--- src/hdl/gfsk_pkg.sv ---
// ----------------------------------------------------------------------------
// gfsk_pkg
// Shared constants, register indexes, control codes and types of the
// three-bin complex goertzel fsk detector.
// ----------------------------------------------------------------------------
package gfsk_pkg;

   // default widths handed to the top level
   localparam int SAMPLE_WIDTH_DEF = 16;
   localparam int ACC_WIDTH_DEF    = 48;

   // fixed field widths
   localparam int OUT_WIDTH       = 40;
   localparam int CSR_WIDTH       = 16;
   localparam int CSR_INDEX_WIDTH = 3;
   localparam int MULB_WIDTH      = CSR_WIDTH + 1;

   // filter bank shape
   localparam int NUM_BINS       = 3;
   localparam int NUM_FILT       = 2 * NUM_BINS;
   localparam int FILT_IDX_WIDTH = 3;
   localparam int BIN_IDX_WIDTH  = 2;

   // fixed point alignment of the recursion and the twiddle term
   localparam int FILT_SHIFT = 14;
   localparam int TWID_SHIFT = 15;

   // sequencer step map
   localparam int STEP_WIDTH     = 5;
   localparam int STEP_XI        = 1;
   localparam int STEP_FILT_LAST = 8;
   localparam int STEP_BIN_FIRST = 8;
   localparam int STEP_ISS_LAST  = 19;
   localparam int STEP_OUT_LAST  = 21;

   // configuration register indexes
   localparam logic [CSR_INDEX_WIDTH-1:0] REG_COEF_SPACE   = 3'd0;
   localparam logic [CSR_INDEX_WIDTH-1:0] REG_COEF_CARRIER = 3'd1;
   localparam logic [CSR_INDEX_WIDTH-1:0] REG_COEF_MARK    = 3'd2;
   localparam logic [CSR_INDEX_WIDTH-1:0] REG_SINE_SPACE   = 3'd3;
   localparam logic [CSR_INDEX_WIDTH-1:0] REG_SINE_CARRIER = 3'd4;
   localparam logic [CSR_INDEX_WIDTH-1:0] REG_SINE_MARK    = 3'd5;
   localparam logic [CSR_INDEX_WIDTH-1:0] REG_INV_LENGTH   = 3'd6;

   localparam logic [CSR_WIDTH-1:0] INV_LENGTH_RESET = 16'hFFFF;

   // sequencer states
   typedef enum logic [2:0] {
      ST_IDLE = 3'b001,
      ST_RUN  = 3'b010,
      ST_PUB  = 3'b100
   } state_type;

   // multiplier operand a source
   typedef enum logic [1:0] {
      A_XR,
      A_XI,
      A_DLY
   } asel_type;

   // multiplier operand b source
   typedef enum logic [1:0] {
      B_INV,
      B_COEF,
      B_SINE
   } bsel_type;

   // what is done with the product that arrives this cycle
   typedef enum logic [2:0] {
      WB_NONE,
      WB_XR,
      WB_XI,
      WB_FILT,
      WB_LOAD,
      WB_ADD,
      WB_SUB,
      WB_OUT
   } wb_type;

   // sequencer to datapath control
   typedef struct packed {
      logic                      accept;
      logic                      publish;
      asel_type                  a_sel;
      bsel_type                  b_sel;
      logic [FILT_IDX_WIDTH-1:0] rd_idx;
      logic [BIN_IDX_WIDTH-1:0]  bin;
      wb_type                    wb;
      logic [FILT_IDX_WIDTH-1:0] wb_idx;
   } ctl_type;

   // configuration register contents
   typedef struct packed {
      logic [NUM_BINS-1:0][CSR_WIDTH-1:0] coef;
      logic [NUM_BINS-1:0][CSR_WIDTH-1:0] sine;
      logic [CSR_WIDTH-1:0]               inv;
   } cfg_type;

endpackage

--- src/hdl/gfsk_mul.sv ---
// ----------------------------------------------------------------------------
// gfsk_mul
// Shared signed multiplier, accumulator width by seventeen bits, with the
// product registered.
// ----------------------------------------------------------------------------
module gfsk_mul #(
   parameter int ACC_WIDTH = gfsk_pkg::ACC_WIDTH_DEF
) (
   input  logic                                                clock,
   input  logic signed [ACC_WIDTH-1:0]                         mul_a,
   input  logic signed [gfsk_pkg::MULB_WIDTH-1:0]              mul_b,
   output logic signed [ACC_WIDTH+gfsk_pkg::MULB_WIDTH-1:0]    prod
);

   localparam int PW = ACC_WIDTH + gfsk_pkg::MULB_WIDTH;

   logic signed [PW-1:0] prod_ff;
   logic signed [PW-1:0] prod_in;

   // exact product, fits the sum of the operand widths
   assign prod_in = PW'(mul_a) * PW'(mul_b);
   assign prod    = prod_ff;

   always_ff @(posedge clock) begin
      prod_ff <= prod_in;
   end

endmodule

--- config.mk ---
export PLATFORM = sky130hd
export DESIGN_NAME = gfsk_mul
export DESIGN_NICKNAME = d
export VERILOG_FILES = /design/src/hdl/gfsk_pkg.sv /design/src/hdl/gfsk_mul.sv
export SDC_FILE = /design/constraint.sdc
export NUM_CORES = 2
export LEC_CHECK = 0
export BUFFER_PORTS_ARGS = -buffer_cell sky130_fd_sc_hd__clkbuf_2
export CORE_ASPECT_RATIO = 1.1
export CORE_MARGIN = 10
export CORE_UTILIZATION = 33
export CTS_CLUSTER_DIAMETER = 100
export DETAILED_ROUTE_END_ITERATION = 6
export PLACE_DENSITY = 0.48
export SYNTH_ARGS = -nofsm -noshare
export SYNTH_HDL_FRONTEND = slang
export SYNTH_SLANG_ARGS = --single-unit
export TNS_END_PERCENT = 50
--- constraint.sdc ---
create_clock -name clock -period 6.5 [get_ports clock]
set_input_delay 0.975 -clock clock [delete_from_list [all_inputs] [get_ports clock]]
set_output_delay 0.975 -clock clock [all_outputs]
set_load 0.01 [all_outputs]
Yosys cells after proc, flatten, opt, wreduce, memory -nomap -nowiden
Cells that the tools add are included.
{"block": "op_classes", "n_shift": 0, "reduce_logical": 0, "eq_ne": 0, "order_cmp": 0, "div": 0, "mux": 0, "add_sub_neg": 0, "bitwise_logic": 0, "multipliers": 1}
{"cell": "48-bit by 17-bit multiplier with 65-bit output", "count": 1}
{"block": "totals", "latch_bits": 0, "in_bits": 66, "n_memories": 0, "reg_bits": 65, "romBits": 0, "elab_cells": 2, "ram_bits": 0, "out_inout_bits": 65}

Logic depth before layout (Yosys ltp)
{"block": "depth", "ltp_word": 1, "ltp_mapped": 26, "ltp_nobuf": 24}

Worst setup path before layout
OpenSTA, ideal clock, no wires.
{"block": "synth_path", "path_type": "input port to flip-flop", "start": "in mul_b[2] in the netlist's numbering", "end": "reg prod_ff[57], in the netlist prod[57]", "t_required_ns": 6.380, "path_buffers": 3, "slack_ns": -0.477, "stages": 23, "arrival_time_ns": 6.856, "setup_time_ns": 0.120, "path_cell_list": "clkbuf_1 > clkbuf_1 > nand2_1 > fa_1 > inv_1 > fa_1 > inv_1 > fa_1 > inv_1 > fa_1 > fa_1 > inv_1 > fa_1 > inv_1 > ha_1 > clkbuf_1 > nand2_1 > or4_1 > a21oi_2 > nor2_1 > or4_1 > a31o_1 > xnor2_1"}
{"block": "synth_via", "elab_chain_len": 1}
{"element": "from (decl)", "line": "gfsk_mul.sv:11", "source": "input logic signed [gfsk_pkg::MULB_WIDTH-1:0] mul_b,"}
{"element": "48-bit by 17-bit multiplier with 65-bit output", "line": "gfsk_mul.sv:21", "source": "assign prod_in = PW'(mul_a) * PW'(mul_b);"}
{"element": "net prod_in[57]", "line": "gfsk_mul.sv:18", "source": "logic signed [PW-1:0] prod_in;"}
{"element": "to (signal assigned)", "line": "gfsk_mul.sv:25", "source": "prod_ff <= prod_in;"}
{"element": "to (decl)", "line": "gfsk_mul.sv:17", "source": "logic signed [PW-1:0] prod_ff;"}
The timed path passes the listed nets, and every way through them passes these cells.

Worst setup path in the final report
{"block": "layout_path", "start": "in mul_b[5] in the netlist's numbering", "end": "reg prod_ff[50], in the netlist prod[50]"}
Same word-level chain as after synthesis.

==> impl_results.md <==
- Status: finished with violations
- Fin area: 37400 um^2
- Count of state elements after synthesis: 65
- Slowest CP cell: fa_2
- Met3 usage: 0.0198
- DRC: 0
- Number of CTS-inserted buffers: 9
- Critical path type: input pin to flop
- Crit path time final: 6.76 ns
- Final #Nets: 4725
- Mapped Area: 28700 um^2
- Row count: 113
- Startpoint Class: input pin
- All-layer global routing usage: 0.195
- Max FFs per register: 65
- Layout cells sized above 1: 0.259
- GPL Wtd Cong: 0.908
- Die width: 301 um
- Final core utilization: 0.433
- Syn_area_per_cell: 8.90 um^2
- Root Buffer: clkbuf_16
- GR Layer Usage met1: 0.260
- Sequential cell area: 1300 um^2
- Final worst slack: -0.257 ns
- Hold Fails Final Rpt: 0
- DR WL/cell: 19.1 um
- Initial Util: 0.332
- Failing checks: negative setup slack
- Endpoints failing setup: 18
- Maximum clock insertion buffer count: 2
- Syn nets: 4192
- Maxcap violations: 0
- CP required: 6.83 ns
- FILL cells: 8636
- Total core area: 86200 um^2
- Top FF cell, synth: dfxtp_1
- Final TNS setup: -2.49 ns
- Area Overhead vs Synth: 30.4%
- Max-Slew Margin vs Limit: 0.641
- Die H: 329 um
- Vias in the first global route: 25.2k
- Hold Path Stages: 3
- Io pins: 131
- Most common cell after layout, fill and taps aside: inv_1
- WHS Endpoint: prod[0]
- Gr ovfl total: 0
- Place WS: -1.34 ns
- RSZ-0062 raised after global routing: true
- CP delay by family, top: adder cells
- Clk sinks: 65
- Register area share after synthesis: 0.0454
- CP peak stage delay: 0.55 ns
- Area of the multi-input gates: 25000 um^2
- Largest net degree at the start of global routing: 30
- First-pass DRT Iterations: 6
- First-pass GRT wire length: 149000 um
- Via-per-instance ratio: 4.55
- Area after DPL: 34400 um^2
- Worst Path Arrival: 7.09 ns
- Syn. warnings: 0
- Post-synth ARST share: 0
- H-tree level count: 3
- # diodes: 0
- Antenna-violating nets left: 0
- Hold_buf cts: 0
- WP buf/inv: 9
- Met2 GRT Util: 0.343
- # port buffers: 130
- CP endpoint kind: flop
- Hold Path Origin: mul_b[0]
- Netlist cell types: 61
- Measured slew at the worst slew-check pin: 0.536 ns
- Fmax: 148 MHz
- Slew Viols, Final: 0
- Die Area: 99000 um^2
- Fin crit share: 1.04
- Global route hottest layer: met2
- Most frequent cells in the layout: 810 x inv_1, 713 x fa_1, 492 x nand2_1
- CTS clock-pin slew for the worst setup and hold paths: 0.07 ns
- 1st-iter DRT viols: 1036
- Post-detail-place hpwl: 76100 um
- Cells after Synth: 3218
- CTS tree: yes
- Post-synth EDFFs: 0
- Initial antenna violation count: 6
- Routed via count: 22.3k
- Worst hold path type: input pin to flop
- Routed wire length: 93800 um
- Crit path max fanout: 7
==> Yosys cell counts, drive strengths merged, types with 4 or more instances <==
cell type / count / share of area
xnor2: 42 / 0.013
o21ai: 29 / 0.0051
xor2: 25 / 0.0076
ha: 147 / 0.064
fa: 761 / 0.53
a21boi: 4 / 0.0010
dfxtp: 65 / 0.045
buf: 17 / 0.0027
and3: 7 / 0.0015
nand4: 15 / 0.0033
a21o: 25 / 0.0065
nand2b: 10 / 0.0022
o211ai: 4 / 0.0010
nand3: 17 / 0.0030
o31ai: 5 / 0.0015
o21bai: 14 / 0.0037
nand2: 513 / 0.067
and2: 305 / 0.067
a31o: 4 / 0.0012
a211oi: 6 / 0.0016
a31oi: 10 / 0.0022
clkbuf: 143 / 0.019
nor2: 77 / 0.010
o21a: 5 / 0.0013
nor3: 7 / 0.0012
inv: 846 / 0.11
a21oi: 70 / 0.013
==> worst max path at each step <==
| stage | endpoint | startpoint | cells past startpoint | slack [ns] |
|---|---|---|---|---|
| after floorplan | prod[62] | mul_b[2] | 25 | 0.005 |
| after global routing | prod[62] | mul_b[2] | 27 | -0.41 |
| after global placement | prod[46] | mul_b[16] | 24 | -1.37 |
| after CTS | prod[50] | mul_b[5] | 26 | -0.22 |
| final | prod[50] | mul_b[5] | 26 | -0.26 |
| after detailed placement | prod[46] | mul_b[16] | 24 | -1.34 |
==> per-layer routing <==
layer / vias up / wire length (um) / share of wire
li1: 10300 / - / -
met1: 11600 / 41100 / 0.44
met2: 435 / 46800 / 0.50
met3: 85 / 4130 / 0.044
met4: 6 / 1720 / 0.018
met5: - / 38 / 0.00041
==> cell type report <==
type | count | area share
multi-input combinational | 2146 | 0.668
clock buffer | 9 | 0.00603
tap | 1150 | 0.0385
clock inverter | 7 | 0.00147
sequential | 65 | 0.0348
timing repair buffer | 682 | 0.166
inverter | 847 | 0.0851
==> cell families after synthesis <==
family	synth area share
buffers and inverters	0.132
adder cells (fa/ha/maj)	0.596
flip-flops	0.0454
AO/OA/AOI/OAI	0.0476
AND/OR/NAND/NOR	0.158
XOR/XNOR	0.0205
==> tightest hold or removal path, stage by stage <==
cell	delay [ns]
clkbuf_2	0.13
buf_12	0.17
and2_1	0.19
==> per-stage QoR <==
step                hold slack (ns)  cells
floorplan                      1.21   3218
global placement               1.37   4808
detailed placement             1.37   4808
CTS                            1.12   4882
global route                   1.13   4906
finish                         1.13   4906
==> timing repair <==
item | 4_1_cts | 5_1_grt
setup endpoints to repair | 34 | 32
buffers inserted | 52 | 23
cloned | 8 | 4
pin swaps | 102 | 152
resized for setup | 256 | 192
Power is left out: the tool's default activity adds up to more than one toggle a clock period on the data nets, which glitch-free logic cannot reach.
