**config.mk**
```make
export PLATFORM = sky130hd
export DESIGN_NAME = gfsk_csr
export DESIGN_NICKNAME = d
export VERILOG_FILES = /design/src/hdl/gfsk_pkg.sv /design/src/hdl/gfsk_csr.sv
export SDC_FILE = /design/constraint.sdc
export NUM_CORES = 1
export LEC_CHECK = 0
export BUFFER_PORTS_ARGS = -buffer_cell sky130_fd_sc_hd__buf_4
export CAP_MARGIN = 15
export CORE_MARGIN = 10
export CORE_UTILIZATION = 35
export DETAILED_ROUTE_END_ITERATION = 6
export HOLD_SLACK_MARGIN = 0.08
export SLEW_MARGIN = 20
export SYNTH_ARGS = -nofsm -noshare
export SYNTH_HDL_FRONTEND = slang
export SYNTH_SLANG_ARGS = --single-unit
```
**constraint.sdc**
```tcl
create_clock -name clock -period 1.3 [get_ports clock]
set_input_delay 0.195 -clock clock [delete_from_list [all_inputs] [get_ports clock]]
set_output_delay 0.195 -clock clock [all_outputs]
set_load 0.02 [all_outputs]
```
**src/hdl/gfsk_pkg.sv**
```systemverilog
// ----------------------------------------------------------------------------
// gfsk_pkg
// Shared constants, register indexes, control codes and types of the
// three-bin complex goertzel fsk detector.
// ----------------------------------------------------------------------------
package gfsk_pkg;

   // default widths handed to the top level
   localparam int SAMPLE_WIDTH_DEF = 16;
   localparam int ACC_WIDTH_DEF    = 48;

   // fixed field widths
   localparam int OUT_WIDTH       = 40;
   localparam int CSR_WIDTH       = 16;
   localparam int CSR_INDEX_WIDTH = 3;
   localparam int MULB_WIDTH      = CSR_WIDTH + 1;

   // filter bank shape
   localparam int NUM_BINS       = 3;
   localparam int NUM_FILT       = 2 * NUM_BINS;
   localparam int FILT_IDX_WIDTH = 3;
   localparam int BIN_IDX_WIDTH  = 2;

   // fixed point alignment of the recursion and the twiddle term
   localparam int FILT_SHIFT = 14;
   localparam int TWID_SHIFT = 15;

   // sequencer step map
   localparam int STEP_WIDTH     = 5;
   localparam int STEP_XI        = 1;
   localparam int STEP_FILT_LAST = 8;
   localparam int STEP_BIN_FIRST = 8;
   localparam int STEP_ISS_LAST  = 19;
   localparam int STEP_OUT_LAST  = 21;

   // configuration register indexes
   localparam logic [CSR_INDEX_WIDTH-1:0] REG_COEF_SPACE   = 3'd0;
   localparam logic [CSR_INDEX_WIDTH-1:0] REG_COEF_CARRIER = 3'd1;
   localparam logic [CSR_INDEX_WIDTH-1:0] REG_COEF_MARK    = 3'd2;
   localparam logic [CSR_INDEX_WIDTH-1:0] REG_SINE_SPACE   = 3'd3;
   localparam logic [CSR_INDEX_WIDTH-1:0] REG_SINE_CARRIER = 3'd4;
   localparam logic [CSR_INDEX_WIDTH-1:0] REG_SINE_MARK    = 3'd5;
   localparam logic [CSR_INDEX_WIDTH-1:0] REG_INV_LENGTH   = 3'd6;

   localparam logic [CSR_WIDTH-1:0] INV_LENGTH_RESET = 16'hFFFF;

   // sequencer states
   typedef enum logic [2:0] {
      ST_IDLE = 3'b001,
      ST_RUN  = 3'b010,
      ST_PUB  = 3'b100
   } state_type;

   // multiplier operand a source
   typedef enum logic [1:0] {
      A_XR,
      A_XI,
      A_DLY
   } asel_type;

   // multiplier operand b source
   typedef enum logic [1:0] {
      B_INV,
      B_COEF,
      B_SINE
   } bsel_type;

   // what is done with the product that arrives this cycle
   typedef enum logic [2:0] {
      WB_NONE,
      WB_XR,
      WB_XI,
      WB_FILT,
      WB_LOAD,
      WB_ADD,
      WB_SUB,
      WB_OUT
   } wb_type;

   // sequencer to datapath control
   typedef struct packed {
      logic                      accept;
      logic                      publish;
      asel_type                  a_sel;
      bsel_type                  b_sel;
      logic [FILT_IDX_WIDTH-1:0] rd_idx;
      logic [BIN_IDX_WIDTH-1:0]  bin;
      wb_type                    wb;
      logic [FILT_IDX_WIDTH-1:0] wb_idx;
   } ctl_type;

   // configuration register contents
   typedef struct packed {
      logic [NUM_BINS-1:0][CSR_WIDTH-1:0] coef;
      logic [NUM_BINS-1:0][CSR_WIDTH-1:0] sine;
      logic [CSR_WIDTH-1:0]               inv;
   } cfg_type;

endpackage

```
**src/hdl/gfsk_csr.sv**
```systemverilog
// ----------------------------------------------------------------------------
// gfsk_csr
// Configuration register bank: bin coefficients, twiddle sines and the
// reciprocal block length.
// ----------------------------------------------------------------------------
module gfsk_csr (
   input  logic                                     clock,
   input  logic                                     reset,
   input  logic                                     csr_valid,
   output logic                                     csr_ready,
   input  logic [gfsk_pkg::CSR_INDEX_WIDTH-1:0]     csr_index,
   input  logic [gfsk_pkg::CSR_WIDTH-1:0]           csr_data,
   output gfsk_pkg::cfg_type                        cfg
);

   gfsk_pkg::cfg_type cfg_ff;
   gfsk_pkg::cfg_type cfg_in;

   // registers take a write in every cycle
   assign csr_ready = 1'b1;
   assign cfg       = cfg_ff;

   // register write decode, unknown index is dropped
   always_comb begin
      cfg_in = cfg_ff;
      if (csr_valid) begin
         case (csr_index)
            gfsk_pkg::REG_COEF_SPACE:   cfg_in.coef[0] = csr_data;
            gfsk_pkg::REG_COEF_CARRIER: cfg_in.coef[1] = csr_data;
            gfsk_pkg::REG_COEF_MARK:    cfg_in.coef[2] = csr_data;
            gfsk_pkg::REG_SINE_SPACE:   cfg_in.sine[0] = csr_data;
            gfsk_pkg::REG_SINE_CARRIER: cfg_in.sine[1] = csr_data;
            gfsk_pkg::REG_SINE_MARK:    cfg_in.sine[2] = csr_data;
            gfsk_pkg::REG_INV_LENGTH:   cfg_in.inv     = csr_data;
            default: ;
         endcase
      end
   end

   always_ff @(posedge clock) begin
      if (reset) begin
         cfg_ff      <= '0;
         cfg_ff.inv  <= gfsk_pkg::INV_LENGTH_RESET;
      end else begin
         cfg_ff <= cfg_in;
      end
   end

endmodule

```
**Yosys cells after proc, flatten, opt, wreduce, memory -nomap -nowiden**

Index checks and enable logic that the tools add are counted.

- Flip-flop bits (word level): 112
- Output and inout port bits: 113
- Bits of input ports: 22

- Eq/ne operators: 6
- Reduce and logical (&&, ||, !) cells: 8

Operators with widths:

| cell | number |
|---|---|
| $reduce_and A2 Y1 | 7 |
| $eq A3 B3 Y1 const B | 3 |
| $eq A3 B2 Y1 const B | 2 |
| $eq A3 B1 Y1 const B | 1 |
| $logic_not A3 Y1 | 1 |

**Depth between registers and ports, before layout**

- Depth after elaboration: 2
- Depth in mapped cells: 5
- Depth with buffers taken out: 2

**Worst setup path before layout**

OpenSTA, ideal clock, no wires.

- Path kind: input port to flip-flop
- Start point: in csr_index[1] (netlist name)
- End point: reg cfg_ff, in the netlist cfg[69]
- Required time: 1,176 ps
- Slack: 64 ps
- Path buffers: 2
- Data arrival time: 1,113 ps
- Cell stages on the path: 4
- Path through: or4b_1 -> buf_6 -> buf_12 -> mux2i_1

- Word-level cells in the longest chain between the ends: 2

RTL lines:

| item | RTL line | RTL |
|---|---|---|
| from (decl) | gfsk_csr.sv:11 | `input logic [gfsk_pkg::CSR_INDEX_WIDTH-1:0] csr_index,` |
| $logic_not A3 Y1 | gfsk_csr.sv:27 | `case (csr_index)` |
| $reduce_and A2 Y1 (no line) | n/a |  |
| to (signal assigned) | gfsk_csr.sv:45 | `cfg_ff <= cfg_in;` |
| to (decl) | gfsk_csr.sv:16 | `gfsk_pkg::cfg_type cfg_ff;` |

Every way passes these cells.
A chain may end at the register's enable or synchronous reset.

**Worst setup path after layout**

- Start point: reg cfg_ff, in the netlist cfg[18]
- End point: out cfg[18] (netlist name)

RTL lines:

| item | RTL line | RTL |
|---|---|---|
| to (decl) | gfsk_csr.sv:13 | `output gfsk_pkg::cfg_type cfg` |

No word-level cell between the ends.

==> results.sh <==
export IMPL_ios=135
export IMPL_cts_root_buf="clkbuf_16"
export IMPL_drive_gt1_share_pct=30.50
export IMPL_ys_seq_area_share_pct=50.55
export IMPL_largest_reg_flops=112
export IMPL_wl_per_cell_um=17.04
export IMPL_crit_slowest_cell="dfxtp_1"
export IMPL_max_freq_mhz=946.3
export IMPL_postRouteWirelength_um=12150
export IMPL_ys_ff_latch=112
export IMPL_gr_total_overflow=0
export IMPL_coreArea_sq_mm=0.01252
export IMPL_postCtsSetupBuffers=0
export IMPL_cp_start_kind="flop"
export IMPL_postSynthAreaPerCell_sq_um=10.87
export IMPL_drtPass1Iterations=4
export IMPL_globalRouteMet3Util_pct=3.785
export IMPL_ys_top_cells_by_area="dfxtp_1, mux2i_1, nand2b_1"
export IMPL_vias=3164
export IMPL_die_h_um=132.6
export IMPL_antenna_found_initial=0
export IMPL_grt_usage_pct=13.58
export IMPL_dieArea_sq_mm=0.01758
export IMPL_cts_tree="yes"
export IMPL_clock_latency_ns=0.34
export IMPL_hold_viol=0
export IMPL_powerDensity_mw_per_mm2=1139
export IMPL_rows=41
export IMPL_clk_pin_slew_ns=0.07
export IMPL_remaining_drc_errors=0
export IMPL_syn_nets=430
export IMPL_cts_hold_buf=0
export IMPL_worstPathArrival_ns=0.86
export IMPL_final_antenna_net_count=0
export IMPL_cts_path_max_buffers=2
export IMPL_drt_initial_drc_count=103
export IMPL_grt_first_pass_wirelength_um=19070
export IMPL_hold_path_class="in -> reg"
export IMPL_worstSetupPathType="reg -> out"
export IMPL_clkSinkCount=112
export IMPL_drv_cap=0
export IMPL_min_period_ns=1.057
export IMPL_synth_top_area_share_pct=50.55
export IMPL_nets=559
export IMPL_yosys_warnings=0
export IMPL_cpLargestDelayFamily="flip-flops"
export IMPL_grt_max_degree=42
export IMPL_rsz0062_at_grt="false"
export IMPL_path_buf_inv=1
export IMPL_setup_viol_count_final=0
export IMPL_portBuffers=133
export IMPL_period_share_pct=81.29
export IMPL_cpPeakStageDelay_ns=0.37
export IMPL_numCtsBuffers=9
export IMPL_worst_slack_ns=0.2432
export IMPL_total_power_uw=6811
export IMPL_grt_util_met2_pct=21.69
export IMPL_htreeDepth=3
export IMPL_fillCellCount=1237
export IMPL_crit_fanout=2
export IMPL_final_setup_skew_ns=0
export IMPL_power_leakage_uw=0.002890
export IMPL_die_x_um=132.6
export IMPL_viasPerCell=4.438
export IMPL_outcome="completed"
export IMPL_worst_setup_path_end_kind="primary output"
export IMPL_globalplace_congestion=0.7352
export IMPL_cp_required_ns=1.11
export IMPL_place_ws_ns=-0.09305
export IMPL_grt_use_met1_pct=17.01
export IMPL_ir_drop_mv=0.5186
export IMPL_maxSlewViolCount=0
export IMPL_diodes=0
export IMPL_hpwl_um=9053
export IMPL_synth_top_area_cell="dfxtp_1"
export IMPL_ctsResizeCount=0
export IMPL_grt_busiest_layer="met2"
export IMPL_path_cells="buf_4"
export IMPL_start_util_pct=35.44
export IMPL_syn_to_final_growth_pct=34.78
export IMPL_grt_pass1_vias=3389
export IMPL_synth_area_sq_mm=0.004436
export IMPL_synth_cell_types=16
export IMPL_netlist_instances=408
==> Yosys cell counts <==
| cell | number |
|---|---|
| and4b_2 | 1 |
| and4bb_2 | 1 |
| buf_12 | 1 |
| buf_2 | 11 |
| buf_4 | 3 |
| buf_6 | 1 |
| clkbuf_1 | 15 |
| conb_1 | 1 |
| dfxtp_1 | 112 |
| mux2i_1 | 112 |
| nand2b_1 | 112 |
| nand4b_1 | 2 |
| nand4bb_1 | 2 |
| nor2_1 | 32 |
| nor4b_1 | 1 |
| or4b_1 | 1 |
==> layer usage <==
metal	share of wire (%)	wire (um)
met5	0	0
met3	5.3	640
met1	46	5556
met4	0.98	119
met2	48	5838
==> cell families after synthesis <==
family                 share of synthesized area (%)
and+or+nand+nor                                20.37
other                                        0.08455
buffers and inverters                          3.723
DFF                                            50.55
muxes                                          25.28
==> worst paths after layout <==
path | startpoint | endpoint | slack, ns | depth (start not counted)
min reg2reg | cfg[91] | cfg[91] | 0.47 | 2
min | csr_data[0] | cfg[0] | 0.12 | 3
max reg2reg | cfg[71] | cfg[71] | 0.65 | 2
max | cfg[18] | cfg[18] | 0.24 | 1
==> stage by stage <==
step / hold slack, ns / setup TNS [ns] / util (%) / cells / instance area, sq um
2_1_floorplan: 0.3622 / 0 / - / 408 / 4436
3_3_place_gp: 0.4590 / -0.7340 / 45.57 / 698 / 5704
3_5_place_dp: 0.4660 / -0.9597 / 45.57 / 698 / 5704
4_1_cts: 0.1127 / 0 / 47.76 / 713 / 5978
5_1_grt: 0.1271 / 0 / 47.76 / 713 / 5978
6_report: 0.1232 / 0 / 47.76 / 713 / 5978
==> cell usage in the layout (no fill, tap or decap), drive strengths merged <==
| master | instances |
|---|---|
| and4b | 1 |
| and4bb | 1 |
| buf | 149 |
| clkbuf | 12 |
| clkinv | 2 |
| clkinvlp | 1 |
| conb | 1 |
| dfxtp | 112 |
| mux2i | 112 |
| nand2b | 112 |
| nand4b | 2 |
| nand4bb | 2 |
| nor2 | 32 |
| nor4b | 1 |
| or4b | 1 |
==> report_power, final <==
| part | switching [uW] | total [uW] | internal, uW | leakage, uW |
|---|---|---|---|---|
| combinational | 359 | 672 | 312 | 0.00185 |
| sequential | 46.3 | 3550 | 3510 | 0.000907 |
| clock | 1200 | 2590 | 1390 | 0.000134 |
==> final cells by class <==
cell class	count	area, sq um	share of cell area [%]
clock buffers	12	256.5	4.291
clock inverters	3	17.52	0.2930
multi-input cells	265	2028	33.93
repair buffers	149	1219	20.39
well taps	172	215.2	3.600
flip-flops and latches	112	2242	37.51
Power figures use the tool's default switching activity.
