==> src/hdl/gfsk_pkg.sv <==
// ----------------------------------------------------------------------------
// gfsk_pkg
// Shared constants, register indexes, control codes and types of the
// three-bin complex goertzel fsk detector.
// ----------------------------------------------------------------------------
package gfsk_pkg;

   // default widths handed to the top level
   localparam int SAMPLE_WIDTH_DEF = 16;
   localparam int ACC_WIDTH_DEF    = 48;

   // fixed field widths
   localparam int OUT_WIDTH       = 40;
   localparam int CSR_WIDTH       = 16;
   localparam int CSR_INDEX_WIDTH = 3;
   localparam int MULB_WIDTH      = CSR_WIDTH + 1;

   // filter bank shape
   localparam int NUM_BINS       = 3;
   localparam int NUM_FILT       = 2 * NUM_BINS;
   localparam int FILT_IDX_WIDTH = 3;
   localparam int BIN_IDX_WIDTH  = 2;

   // fixed point alignment of the recursion and the twiddle term
   localparam int FILT_SHIFT = 14;
   localparam int TWID_SHIFT = 15;

   // sequencer step map
   localparam int STEP_WIDTH     = 5;
   localparam int STEP_XI        = 1;
   localparam int STEP_FILT_LAST = 8;
   localparam int STEP_BIN_FIRST = 8;
   localparam int STEP_ISS_LAST  = 19;
   localparam int STEP_OUT_LAST  = 21;

   // configuration register indexes
   localparam logic [CSR_INDEX_WIDTH-1:0] REG_COEF_SPACE   = 3'd0;
   localparam logic [CSR_INDEX_WIDTH-1:0] REG_COEF_CARRIER = 3'd1;
   localparam logic [CSR_INDEX_WIDTH-1:0] REG_COEF_MARK    = 3'd2;
   localparam logic [CSR_INDEX_WIDTH-1:0] REG_SINE_SPACE   = 3'd3;
   localparam logic [CSR_INDEX_WIDTH-1:0] REG_SINE_CARRIER = 3'd4;
   localparam logic [CSR_INDEX_WIDTH-1:0] REG_SINE_MARK    = 3'd5;
   localparam logic [CSR_INDEX_WIDTH-1:0] REG_INV_LENGTH   = 3'd6;

   localparam logic [CSR_WIDTH-1:0] INV_LENGTH_RESET = 16'hFFFF;

   // sequencer states
   typedef enum logic [2:0] {
      ST_IDLE = 3'b001,
      ST_RUN  = 3'b010,
      ST_PUB  = 3'b100
   } state_type;

   // multiplier operand a source
   typedef enum logic [1:0] {
      A_XR,
      A_XI,
      A_DLY
   } asel_type;

   // multiplier operand b source
   typedef enum logic [1:0] {
      B_INV,
      B_COEF,
      B_SINE
   } bsel_type;

   // what is done with the product that arrives this cycle
   typedef enum logic [2:0] {
      WB_NONE,
      WB_XR,
      WB_XI,
      WB_FILT,
      WB_LOAD,
      WB_ADD,
      WB_SUB,
      WB_OUT
   } wb_type;

   // sequencer to datapath control
   typedef struct packed {
      logic                      accept;
      logic                      publish;
      asel_type                  a_sel;
      bsel_type                  b_sel;
      logic [FILT_IDX_WIDTH-1:0] rd_idx;
      logic [BIN_IDX_WIDTH-1:0]  bin;
      wb_type                    wb;
      logic [FILT_IDX_WIDTH-1:0] wb_idx;
   } ctl_type;

   // configuration register contents
   typedef struct packed {
      logic [NUM_BINS-1:0][CSR_WIDTH-1:0] coef;
      logic [NUM_BINS-1:0][CSR_WIDTH-1:0] sine;
      logic [CSR_WIDTH-1:0]               inv;
   } cfg_type;

endpackage

==> src/hdl/gfsk_seq.sv <==
// ----------------------------------------------------------------------------
// gfsk_seq
// Step sequencer: while running, issues one multiply a cycle and tells
// the datapath what to do with the product coming back; owns the handshakes.
// ----------------------------------------------------------------------------
module gfsk_seq (
   input  logic                clock,
   input  logic                reset,
   input  logic                req_valid,
   output logic                req_ready,
   input  logic                req_last_sample,
   output logic                rsp_valid,
   input  logic                rsp_ready,
   output gfsk_pkg::ctl_type   ctl
);

   localparam int SW = gfsk_pkg::STEP_WIDTH;

   gfsk_pkg::state_type state_ff;
   gfsk_pkg::state_type state_in;
   logic [SW-1:0]       step_ff;
   logic [SW-1:0]       step_in;
   logic                last_ff;
   logic                last_in;
   logic                rsp_valid_ff;
   logic                rsp_valid_in;

   logic [SW-1:0]       rel_iss;
   logic [SW-1:0]       rel_wb;
   logic [SW-1:0]       rel_filt;

   assign req_ready = (state_ff == gfsk_pkg::ST_IDLE);
   assign rsp_valid = rsp_valid_ff;

   // step offsets inside the filter and bin phases
   assign rel_iss  = step_ff - SW'(gfsk_pkg::STEP_BIN_FIRST);
   assign rel_wb   = step_ff - SW'(gfsk_pkg::STEP_BIN_FIRST + 1);
   assign rel_filt = step_ff - SW'(gfsk_pkg::STEP_XI + 1);

   // control decode per step
   always_comb begin
      ctl         = '0;
      ctl.a_sel   = gfsk_pkg::A_DLY;
      ctl.b_sel   = gfsk_pkg::B_COEF;
      ctl.wb      = gfsk_pkg::WB_NONE;
      ctl.accept  = req_valid && (state_ff == gfsk_pkg::ST_IDLE);
      ctl.publish = (state_ff == gfsk_pkg::ST_PUB) && (!rsp_valid_ff || rsp_ready);

      if (state_ff == gfsk_pkg::ST_RUN) begin
         // multiply issue
         if (step_ff == '0) begin
            ctl.a_sel = gfsk_pkg::A_XR;
            ctl.b_sel = gfsk_pkg::B_INV;
         end else if (step_ff == SW'(gfsk_pkg::STEP_XI)) begin
            ctl.a_sel = gfsk_pkg::A_XI;
            ctl.b_sel = gfsk_pkg::B_INV;
         end else if (step_ff < SW'(gfsk_pkg::STEP_BIN_FIRST)) begin
            ctl.rd_idx = rel_filt[gfsk_pkg::FILT_IDX_WIDTH-1:0];
            ctl.bin    = rel_filt[gfsk_pkg::BIN_IDX_WIDTH:1];
         end else if (step_ff <= SW'(gfsk_pkg::STEP_ISS_LAST)) begin
            // per bin: r1*coef, i1*sine, i1*coef, r1*sine
            ctl.bin    = rel_iss[3:2];
            ctl.rd_idx = {rel_iss[3:2], rel_iss[0] ^ rel_iss[1]};
            ctl.b_sel  = rel_iss[0] ? gfsk_pkg::B_SINE : gfsk_pkg::B_COEF;
         end

         // product writeback
         if (step_ff == SW'(gfsk_pkg::STEP_XI)) begin
            ctl.wb = gfsk_pkg::WB_XR;
         end else if (step_ff == SW'(gfsk_pkg::STEP_XI + 1)) begin
            ctl.wb = gfsk_pkg::WB_XI;
         end else if (step_ff != '0 && step_ff <= SW'(gfsk_pkg::STEP_FILT_LAST)) begin
            ctl.wb     = gfsk_pkg::WB_FILT;
            ctl.wb_idx = 3'(rel_filt - SW'(1));
         end else if (step_ff > SW'(gfsk_pkg::STEP_FILT_LAST) &&
                      step_ff <= SW'(gfsk_pkg::STEP_OUT_LAST)) begin
            case (rel_wb[1:0])
               2'd0: begin
                  if (rel_wb[3:2] == 2'd0) begin
                     ctl.wb = gfsk_pkg::WB_LOAD;
                  end else begin
                     // imaginary output of the previous bin
                     ctl.wb     = gfsk_pkg::WB_OUT;
                     ctl.wb_idx = {rel_wb[3:2], 1'b0} - 3'd1;
                  end
               end
               2'd1: ctl.wb = gfsk_pkg::WB_ADD;
               2'd2: begin
                  ctl.wb     = gfsk_pkg::WB_OUT;
                  ctl.wb_idx = {rel_wb[3:2], 1'b0};
               end
               2'd3: ctl.wb = gfsk_pkg::WB_SUB;
               default: ctl.wb = gfsk_pkg::WB_NONE;
            endcase
         end
      end
   end

   // state machine
   always_comb begin
      state_in     = state_ff;
      step_in      = step_ff;
      last_in      = last_ff;
      rsp_valid_in = ctl.publish | (rsp_valid_ff & ~rsp_ready);
      case (state_ff)
         gfsk_pkg::ST_IDLE: begin
            if (ctl.accept) begin
               state_in = gfsk_pkg::ST_RUN;
               step_in  = '0;
               last_in  = req_last_sample;
            end
         end
         gfsk_pkg::ST_RUN: begin
            step_in = step_ff + SW'(1);
            if (step_ff == SW'(gfsk_pkg::STEP_FILT_LAST) && !last_ff) begin
               state_in = gfsk_pkg::ST_IDLE;
            end else if (step_ff == SW'(gfsk_pkg::STEP_OUT_LAST)) begin
               state_in = gfsk_pkg::ST_PUB;
            end
         end
         gfsk_pkg::ST_PUB: begin
            if (ctl.publish) begin
               state_in = gfsk_pkg::ST_IDLE;
            end
         end
         default: state_in = gfsk_pkg::ST_IDLE;
      endcase
   end

   always_ff @(posedge clock) begin
      if (reset) begin
         state_ff     <= gfsk_pkg::ST_IDLE;
         step_ff      <= '0;
         last_ff      <= 1'b0;
         rsp_valid_ff <= 1'b0;
      end else begin
         state_ff     <= state_in;
         step_ff      <= step_in;
         last_ff      <= last_in;
         rsp_valid_ff <= rsp_valid_in;
      end
   end

endmodule

==> config.mk <==
export PLATFORM = sky130hd
export DESIGN_NAME = gfsk_seq
export DESIGN_NICKNAME = d
export VERILOG_FILES = /design/src/hdl/gfsk_pkg.sv /design/src/hdl/gfsk_seq.sv
export SDC_FILE = /design/constraint.sdc
export NUM_CORES = 1
export LEC_CHECK = 0
export ABC_AREA = 1
export CORE_MARGIN = 2
export CORE_UTILIZATION = 59
export DETAILED_ROUTE_END_ITERATION = 16
export DONT_BUFFER_PORTS = 1
export GPL_TIMING_DRIVEN = 0
export PLACE_DENSITY = 0.75
export SYNTH_ARGS = -nofsm -noshare
export SYNTH_HDL_FRONTEND = slang
export SYNTH_SLANG_ARGS = --single-unit
==> constraint.sdc <==
create_clock -name clock -period 4.5 [get_ports clock]
set_input_delay 1.125 -clock clock [delete_from_list [all_inputs] [get_ports clock]]
set_output_delay 1.125 -clock clock [all_outputs]
set_load 0.02 [all_outputs]
* Word level (Yosys, flattened, before mapping)
Index checks and enable logic that the tools add are counted.
** Operators by class
- $add $sub $neg :: 6
- Multiply operators :: 0
- Div/mod/pow operators :: 0
- Order comparisons :: 5
- Eq/ne operators :: 13
- Shift-type cells :: 0
- Mux-type cells :: 27
- Bitwise logic cells :: 4
- Reduce and logical (&&, ||, !) cells :: 16
** Operators by type and width (number)
- $mux 3 :: 9
- $mux 5 :: 4
- $mux 15 :: 1
- $mux 6 :: 2
- $pmux 3 s4 :: 1
- $le 5x5->1 const B :: 2
- $mux 2 :: 5
- $pmux 5 s2 :: 1
- $pmux 3 s3 :: 1
- $sub 4x4->4 const B :: 2
- $mux 7 :: 1
- $pmux 3 s2 :: 1
- $sub 3x1->3 const B :: 2
- $add 5x1->5 const B :: 1
- $eq 5x1->1 const B :: 1
- $eq 5x2->1 const B :: 1
- $eq 5x4->1 const B :: 1
- $eq 5x5->1 const B :: 1
- $gt 5x4->1 const B :: 1
- $le 5x4->1 const B :: 1
- $logic_and 1x1->1 :: 5
- $logic_not 5->1 :: 1
- $lt 5x4->1 const B :: 1
- $reduce_bool 5->1 :: 1
- other kinds (20) :: 24
** Storage, ports and cells
- Register bits :: 10
- Latch bits :: 0
- RAM bits :: 0
- Memory bits (read-only) :: 0
- Input port bits :: 5
- Output and inout port bits :: 19
- Logic and storage cells :: 75
- Memories kept :: 0

* Depth between registers and ports, before layout
Gate-level depths: netlist of the first run.
- Depth in word-level cells :: 9
- Depth in mapped cells :: 12
- Depth with buffers taken out :: 11

* Least setup slack after synthesis of the first run
OpenSTA, ideal clock, no wires.
- Path kind :: flip-flop to output port
- Start point :: register step_ff[0]
- End point :: output port ctl[10] (netlist bit)
- Data arrival time :: 1.829 ns
- Required time :: 3.375 ns
- Path slack :: 1.546 ns
- Cell stages (with the launch flop) :: 12
- Path buffers :: 2
- Cells stage by stage :: dfxtp_1 > buf_2 > inv_1 > ha_1 > inv_1 > nor2_2 > nand2_1 > inv_2 > nor2_4 > inv_2 > a211oi_2 > buf_4
** RTL lines
- start: declaration :: line gfsk_seq.sv:21 : logic [SW-1:0] step_ff;
- start signal: assignment :: line gfsk_seq.sv:138 : step_ff <= step_in;
- end: declaration :: line gfsk_seq.sv:14 : output gfsk_pkg::ctl_type ctl

==> results by group, run 1 <==
Drt
  – DRT Pass-1 Iters: 4
  – Wire per inst: around 12 um
  – Post-Route WL: 2.57 mm
  – Iter 0 DRT Violations: 22
  – Vias: 1,103
  – DRC viols: 0
  – ANT nets after route: 0
  – Vias per cell: about 5.3

Yosys
  – Ranking of synthesized cells by area: dfxtp_1 16%, nand2_1 14%, ha_1 12%, inv_1 6.1%, nor2_8 4.9%
  – Synth area leader: dfxtp_1
  – Yosys warning count: 0
  – Syn_nets: slightly below 200
  – Post-synth cell types: 33
  – Syn_area_per_cell: roughly 6.9 um2
  – Cell area after synthesis: about 0.0012 mm2
  – Register area share after synthesis: between 10% and 20%
  – Cells after Synth: ~180
  – Area share of the largest cell type after synthesis: 16.2%
  – FF+latch count, synth: 10

Setup path
  – Worst path arrival time: 2.33 ns
  – Critical-path cell list: buf_2, inv_1, ha_1, inv_1, nor2_2, nand2_1, inv_2, nor2_4, o21ai_1, nor3_2, buf_4
  – CP delay by family, top: buffers and inverters
  – Slowest cell on the critical path: dfxtp_1
  – Crit path kind: flip-flop to output pin
  – Max stage delay on crit path: roughly 0.38 ns
  – Sum of buffers and inverters on the critical path: 5
  – Crit path launch type: flip-flop
  – CP max FO: 9
  – CP endpoint kind: output pin
  – Worst r2r src: step_ff[0]
  – CP startpoint: step_ff[0]
  – Worst EP required: approximately 3.4 ns
  – Worst path most repeated cell: inv_1

Timing
  – Highest Clock Rate: 290 MHz
  – Hold Slack: a little under 0.5 ns
  – Tmin final: between 3 and 4 ns
  – Final Hold Fails: 0
  – RSZ-0062 raised after global routing: no
  – Fin. max-slew vios: 0
  – PnR worst setup slack: around 1.0 ns
  – Setup Viol. Count Final: 0
  – Fin Setup TNS: 0 ns
  – Fin crit share: about three quarters
  – Max-slew headroom: ~69%
  – Worst-Margin Slew: 0.463 ns
  – Setup Skew: 0.00285 ns

Layout
  – Antenna Cells: 0
  – Final cell count without fillers: 209
  – Commonest non-fill, non-tap cell in the layout: nand2_1
  – Commonest cells after routing, fill and taps aside: 45 x nand2_1, 20 x inv_1, 15 x nor2_1
  – Share of layout cells above drive strength 1: between 20% and 30%
  – Layout Nets: 200
  – Synthesis-to-layout area growth: 5.68%

Clocking
  – Post-CTS setup buffers: 0
  – Clock latency on the worst-skew pair: about 0.27 ns
  – CTS HTree Levels: 1
  – Post-CTS sizing: 0
  – Clock Pin Slew Worst Setup and Hold Paths: 0.07 ns
  – CTS Sinks: 10
  – CTS tree: yes
  – TritonCTS buffer count: 3
  – Clock root buffer: clkbuf_4
  – Maximum clock path buffer count: 2
  – # hold bufs at CTS: 0

Die
  – Starting Density: 62.9%
  – Placeable core area: between 0.0015 and 0.002 mm2
  – I/O Pins: 24
  – Placement Rows: 16
  – Die Area: 0.00247 mm2
  – Die width: slightly below 50 um
  – Die H: 49.7 um

Pwr
  – VDD IR max: between 0.00015 and 0.0002 V
  – Leak: 0.000623 uW
  – PwrDens: 201 mW/mm2

Min path
  – Hold path startpoint: last_ff
  – Worst Hold Class: flip-flop to flip-flop

Global routing
  – Pin count of the biggest net entering global routing: 11
  – Vias in the first global route: 1,007
  – First-pass GRT wire length: 4.54 mm
  – Global-route usage over all layers: a little under a quarter
  – Antenna violations before repair: 0
  – Congestion Overflow GR: 0

Place
  – Placed insts: 205
  – GPL Wtd Cong: 0.884
  – Dpl ws: between 1 and 1.5 ns
  – DPL Wire Length: ~2.1 mm
  – PortBufs: 0

Status
  – Status: completed

Job
  – Max_cap viols: 0
-- cell type report --
| class | instances | area [um2] |
|---|---|---|
| plain buffers | 7 | 65.1 |
| clock buffers | 4 | 36.3 |
| fillers | 191 | 658 |
| inverters | 29 | 120 |
| multi-input cells | 132 | 848 |
| flip-flops and latches | 10 | 200 |
| well taps | 27 | 33.8 |
-- flip-flops by register name (all words and copies together), names as in the netlist --
register,flops
step_ff,5
state_ff,3
last_ff,1
rsp_valid,1
-- tightest hold or removal path: cells and delay by family (launching register included) --
kind                   cells  cell delay [ns]
flip-flops                 1             0.30
buffers and inverters      1             0.08
AO/OA/AOI/OAI              1             0.06
-- kinds of logic (layout without fill, tap and decap cells) --
group / count (synthesis) / count (layout) / share of synthesized area [%]
flip-flops: 10 / 10 / 16.2
buffers and inverters: 36 / 40 / 15.0
XOR/XNOR: 1 / 1 / 0.710
AO/OA/AOI/OAI: 24 / 24 / 12.1
adder cells (fa/ha/maj): 12 / 12 / 12.2
AND/OR/NAND/NOR: 95 / 95 / 43.8
-- synth_stat cells --
library cell,count
a211oi_2,2
a21oi_1,11
a21oi_2,1
buf_2,1
buf_4,2
buf_6,4
clkinv_2,1
dfxtp_1,10
ha_1,12
inv_1,20
inv_2,6
inv_4,1
inv_8,1
nand2_1,45
nand2_2,1
nand2_4,3
nand3_1,11
nand3_2,4
nand3_4,1
nand3b_1,1
nand4_1,3
nor2_1,15
nor2_2,1
nor2_4,3
nor2_8,3
nor3_1,2
nor3_2,1
nor3_4,1
o21ai_0,3
o21ai_1,4
o21ai_2,2
o21bai_1,1
xor2_1,1
-- layer usage --
| layer | vias to the layer above | global-route usage (%) | wire length (um) | share of wire [%] |
|---|---|---|---|---|
| li1 | 571 | - | - | - |
| met1 | 493 | 28.3 | 1160 | 45 |
| met2 | 32 | 40.2 | 1270 | 50 |
| met3 | 7 | 3.64 | 79 | 3.1 |
| met4 | 0 | 9.72 | 51 | 2.0 |
| met5 | - | 0 | 0 | 0 |
-- through the flow --
step	power, uW	util, %	cell area (um2)
floorplan	171	-	1230
global placement	181	64.6	1270
detailed placement	183	64.6	1270
CTS	266	66.5	1300
global route	279	66.5	1300
finish	263	66.5	1300
-- power breakdown --
part           internal, uW  switching (uW)  total (uW)
logic                  24.1            54.7        78.7
clock network          49.2            31.8        80.9
registers              95.8            7.21         103
-- path summary, 6_finish.rpt --
path	cells past startpoint	slack, ns	endpoint
hold / removal	2	0.48	last_ff
hold reg to reg	2	0.48	last_ff
setup / recovery	11	1.05	ctl[9]
setup reg to reg	11	2.85	state_ff[2]
Power figures use the tool's default switching activity.
==> run 2, diff against run 1 <==
CORE_UTILIZATION = 57   (was 59)
clock period = 2.99 ns   (was 4.5 ns; I/O delays follow)
==> run 2 against run 1 <==
Effect of this change: total power increased by 42%; sequential power increased by 51%; sequential share of layout area about the same; sequential cell count unchanged; routed wire length increased by 3.9%; combinational power increased by 55%; register-to-register slack got worse by 1.4 ns; worst setup slack got worse by 0.89 ns; clock power increased by 18%; critical path depth decreased by 1.
==> results by group, run 2 (synthesis gave the netlist of run 1 again) <==
Pwr
  – VDD IR max: 0.000301 V (+54%)
  – Leak: 0.000610 uW (-2.1%)
  – PwrDens: 282 mW/mm2 (+40%)

Timing
  – Max-slew headroom: 69.2% (+0.33 points)
  – Highest Clock Rate: 353 MHz
  – Fin. max-slew vios: 0 (unchanged)
  – Setup Viol. Count Final: 0 (unchanged)
  – RSZ-0062 raised after global routing: no
  – Final Hold Fails: 0 (unchanged)
  – Fin crit share: a little over nine tenths
  – Setup Skew: 0.00397 ns (+0.00112 ns)
  – Tmin final: between 2 and 3 ns
  – Worst-Margin Slew: 0.458 ns (-0.00494 ns)
  – PnR worst setup slack: 0.159 ns (-0.887 ns)
  – Fin Setup TNS: 0 ns (unchanged)

Drt
  – ANT nets after route: 0 (unchanged)
  – DRT Pass-1 Iters: 4 (unchanged)
  – Post-Route WL: 2.66 mm (+3.9%)
  – Vias per cell: 5.43 (+2.9%)
  – Iter 0 DRT Violations: 34 (+55%)
  – Vias: 1,130 (+2.4%)
  – DRC viols: 0 (unchanged)
  – Wire per inst: 12.8 um (+4.4%)

Setup path
  – Worst EP required: 2.24 ns (-1.14 ns)
  – CP endpoint kind: output pin
  – Max stage delay on crit path: 0.41 ns (+0.03 ns)
  – Crit path kind: flip-flop to output pin
  – Critical-path cell list: inv_1, ha_2, inv_1, nor2_2, nand2_1, inv_2, nor2_4, inv_2, a211oi_4, buf_4
  – Worst path arrival time: 2.08 ns (-0.25 ns)
  – Crit path launch type: flip-flop
  – Slowest cell on the critical path: dfxtp_2
  – CP max FO: 8 (-1)

Place
  – PortBufs: 0 (unchanged)
  – Dpl ws: 0.160 ns (-1.17 ns)
  – Placed insts: 205 (unchanged)
  – DPL Wire Length: 2.13 mm (+2.8%)
  – GPL Wtd Cong: 0.895 (+1.3%)

Die
  – Die Area: 0.00255 mm2 (+3.2%)
  – Die H: 50.5 um (+1.6%)
  – Placement Rows: 16 (unchanged)
  – I/O Pins: 24 (unchanged)
  – Die width: 50.5 um (+1.6%)
  – Starting Density: 61.6% (-1.3 points)
  – Placeable core area: 0.00200 mm2 (+2.0%)

Global routing
  – Congestion Overflow GR: 0 (unchanged)
  – First-pass GRT wire length: 4.38 mm (-3.5%)
  – Antenna violations before repair: 0 (unchanged)
  – Global-route usage over all layers: 22.2% (-1.1 points)
  – Vias in the first global route: 1,004 (-0.30%)
  – Pin count of the biggest net entering global routing: 11 (unchanged)

Clocking
  – # hold bufs at CTS: 0 (unchanged)
  – Clock Pin Slew Worst Setup and Hold Paths: 0.07 ns (about the same)
  – TritonCTS buffer count: 3 (unchanged)
  – Post-CTS setup buffers: 0 (unchanged)
  – CTS Sinks: 10 (unchanged)
  – Clock latency on the worst-skew pair: 0.27 ns (about the same)
  – Clock root buffer: clkbuf_4
  – CTS HTree Levels: 1 (unchanged)
  – CTS tree: yes
  – Maximum clock path buffer count: 2 (unchanged)

Layout
  – Largest registers: step_ff: 5 flops, state_ff: 3 flops
  – Commonest cells after routing, fill and taps aside: 45 x nand2_1, 20 x inv_1, 14 x nor2_1
  – Synthesis-to-layout area growth: 7.10%
  – Fill cells: 185 (-3.1%)
  – Final cell count without fillers: 208 (-0.48%)
  – Max reg flops: 5 (unchanged)
  – Area of the multi-input gates: 867 um2 (+2.2%)
  – Antenna Cells: 0 (unchanged)
  – Reg area: 203 um2 (+1.2%)
  – Commonest non-fill, non-tap cell in the layout: nand2_1
  – Layout Nets: 200 (unchanged)
  – Share of layout cells above drive strength 1: 25.4% (+1.8 points)
  – Top reg by flops: step_ff

Status
  – Status: completed

Job
  – Max_cap viols: 0 (unchanged)

Min path
  – Worst Hold Class: flip-flop to flip-flop
## run 2: worst paths after layout
check | start | end | slack, ns | depth (start not counted)
min | last_ff | last_ff | 0.49 | 2
min reg2reg | last_ff | last_ff | 0.49 | 2
max | step_ff[1] | ctl[10] | 0.16 | 10
max reg2reg | step_ff[0] | state_ff[2] | 1.41 | 10
## run 2: worst max-delay path, delay by kind of cell (launching register included)
kind                       cells  cell delay, ns
AOI/OAI and AO/OA              1            0.30
DFF                            1            0.41
adders and majority gates      1            0.26
and+or+nand+nor                3            0.24
buffers and inverters          5            0.60
## run 2: power breakdown
part           switching [uW]  total [uW]  leakage [uW]  internal, uW
registers                11.1         156     0.0000824           144
clock network            48.8        95.5     0.0000138          46.6
logic                    84.2         122      0.000514          37.8
## run 2: per-layer routing
| metal | track usage [%] | vias up | share of wire [%] |
|---|---|---|---|
| met1 | 30.7 | 510 | 45 |
| met2 | 34.6 | 37 | 47 |
| met4 | 4.95 | 0 | 2.0 |
| met5 | 0 | - | 0 |
| met3 | 5.65 | 7 | 5.5 |
| li1 | - | 576 | - |
## run 2: area by class of cell
cell class                      instances  share of cell area (%)
Sequential cell                        10                    15.3
Multi-Input combinational cell        132                    65.6
Buffer                                  7                    5.68
Inverter                               29                    9.09
Tap cell                               27                    2.56
Clock buffer                            3                    1.70
## run 2: per-stage QoR
stage                     power, uW  hold WS [ns]  area (um2)  util [%]
after floorplan                 257         0.448        1230         -
after global placement          272         0.462        1270      63.3
after detailed placement        276         0.488        1270      63.3
after CTS                       371         0.497        1310      65.6
after global routing            395         0.515        1320      66.0
final                           373         0.493        1320      66.0
## run 2: timing repair
action | CTS | global route
resized for setup | 6 | 3
endpoints found under the setup margin | 2 | 4
endpoints found under the hold margin | 0 | 0
pin swaps | 1 | 1
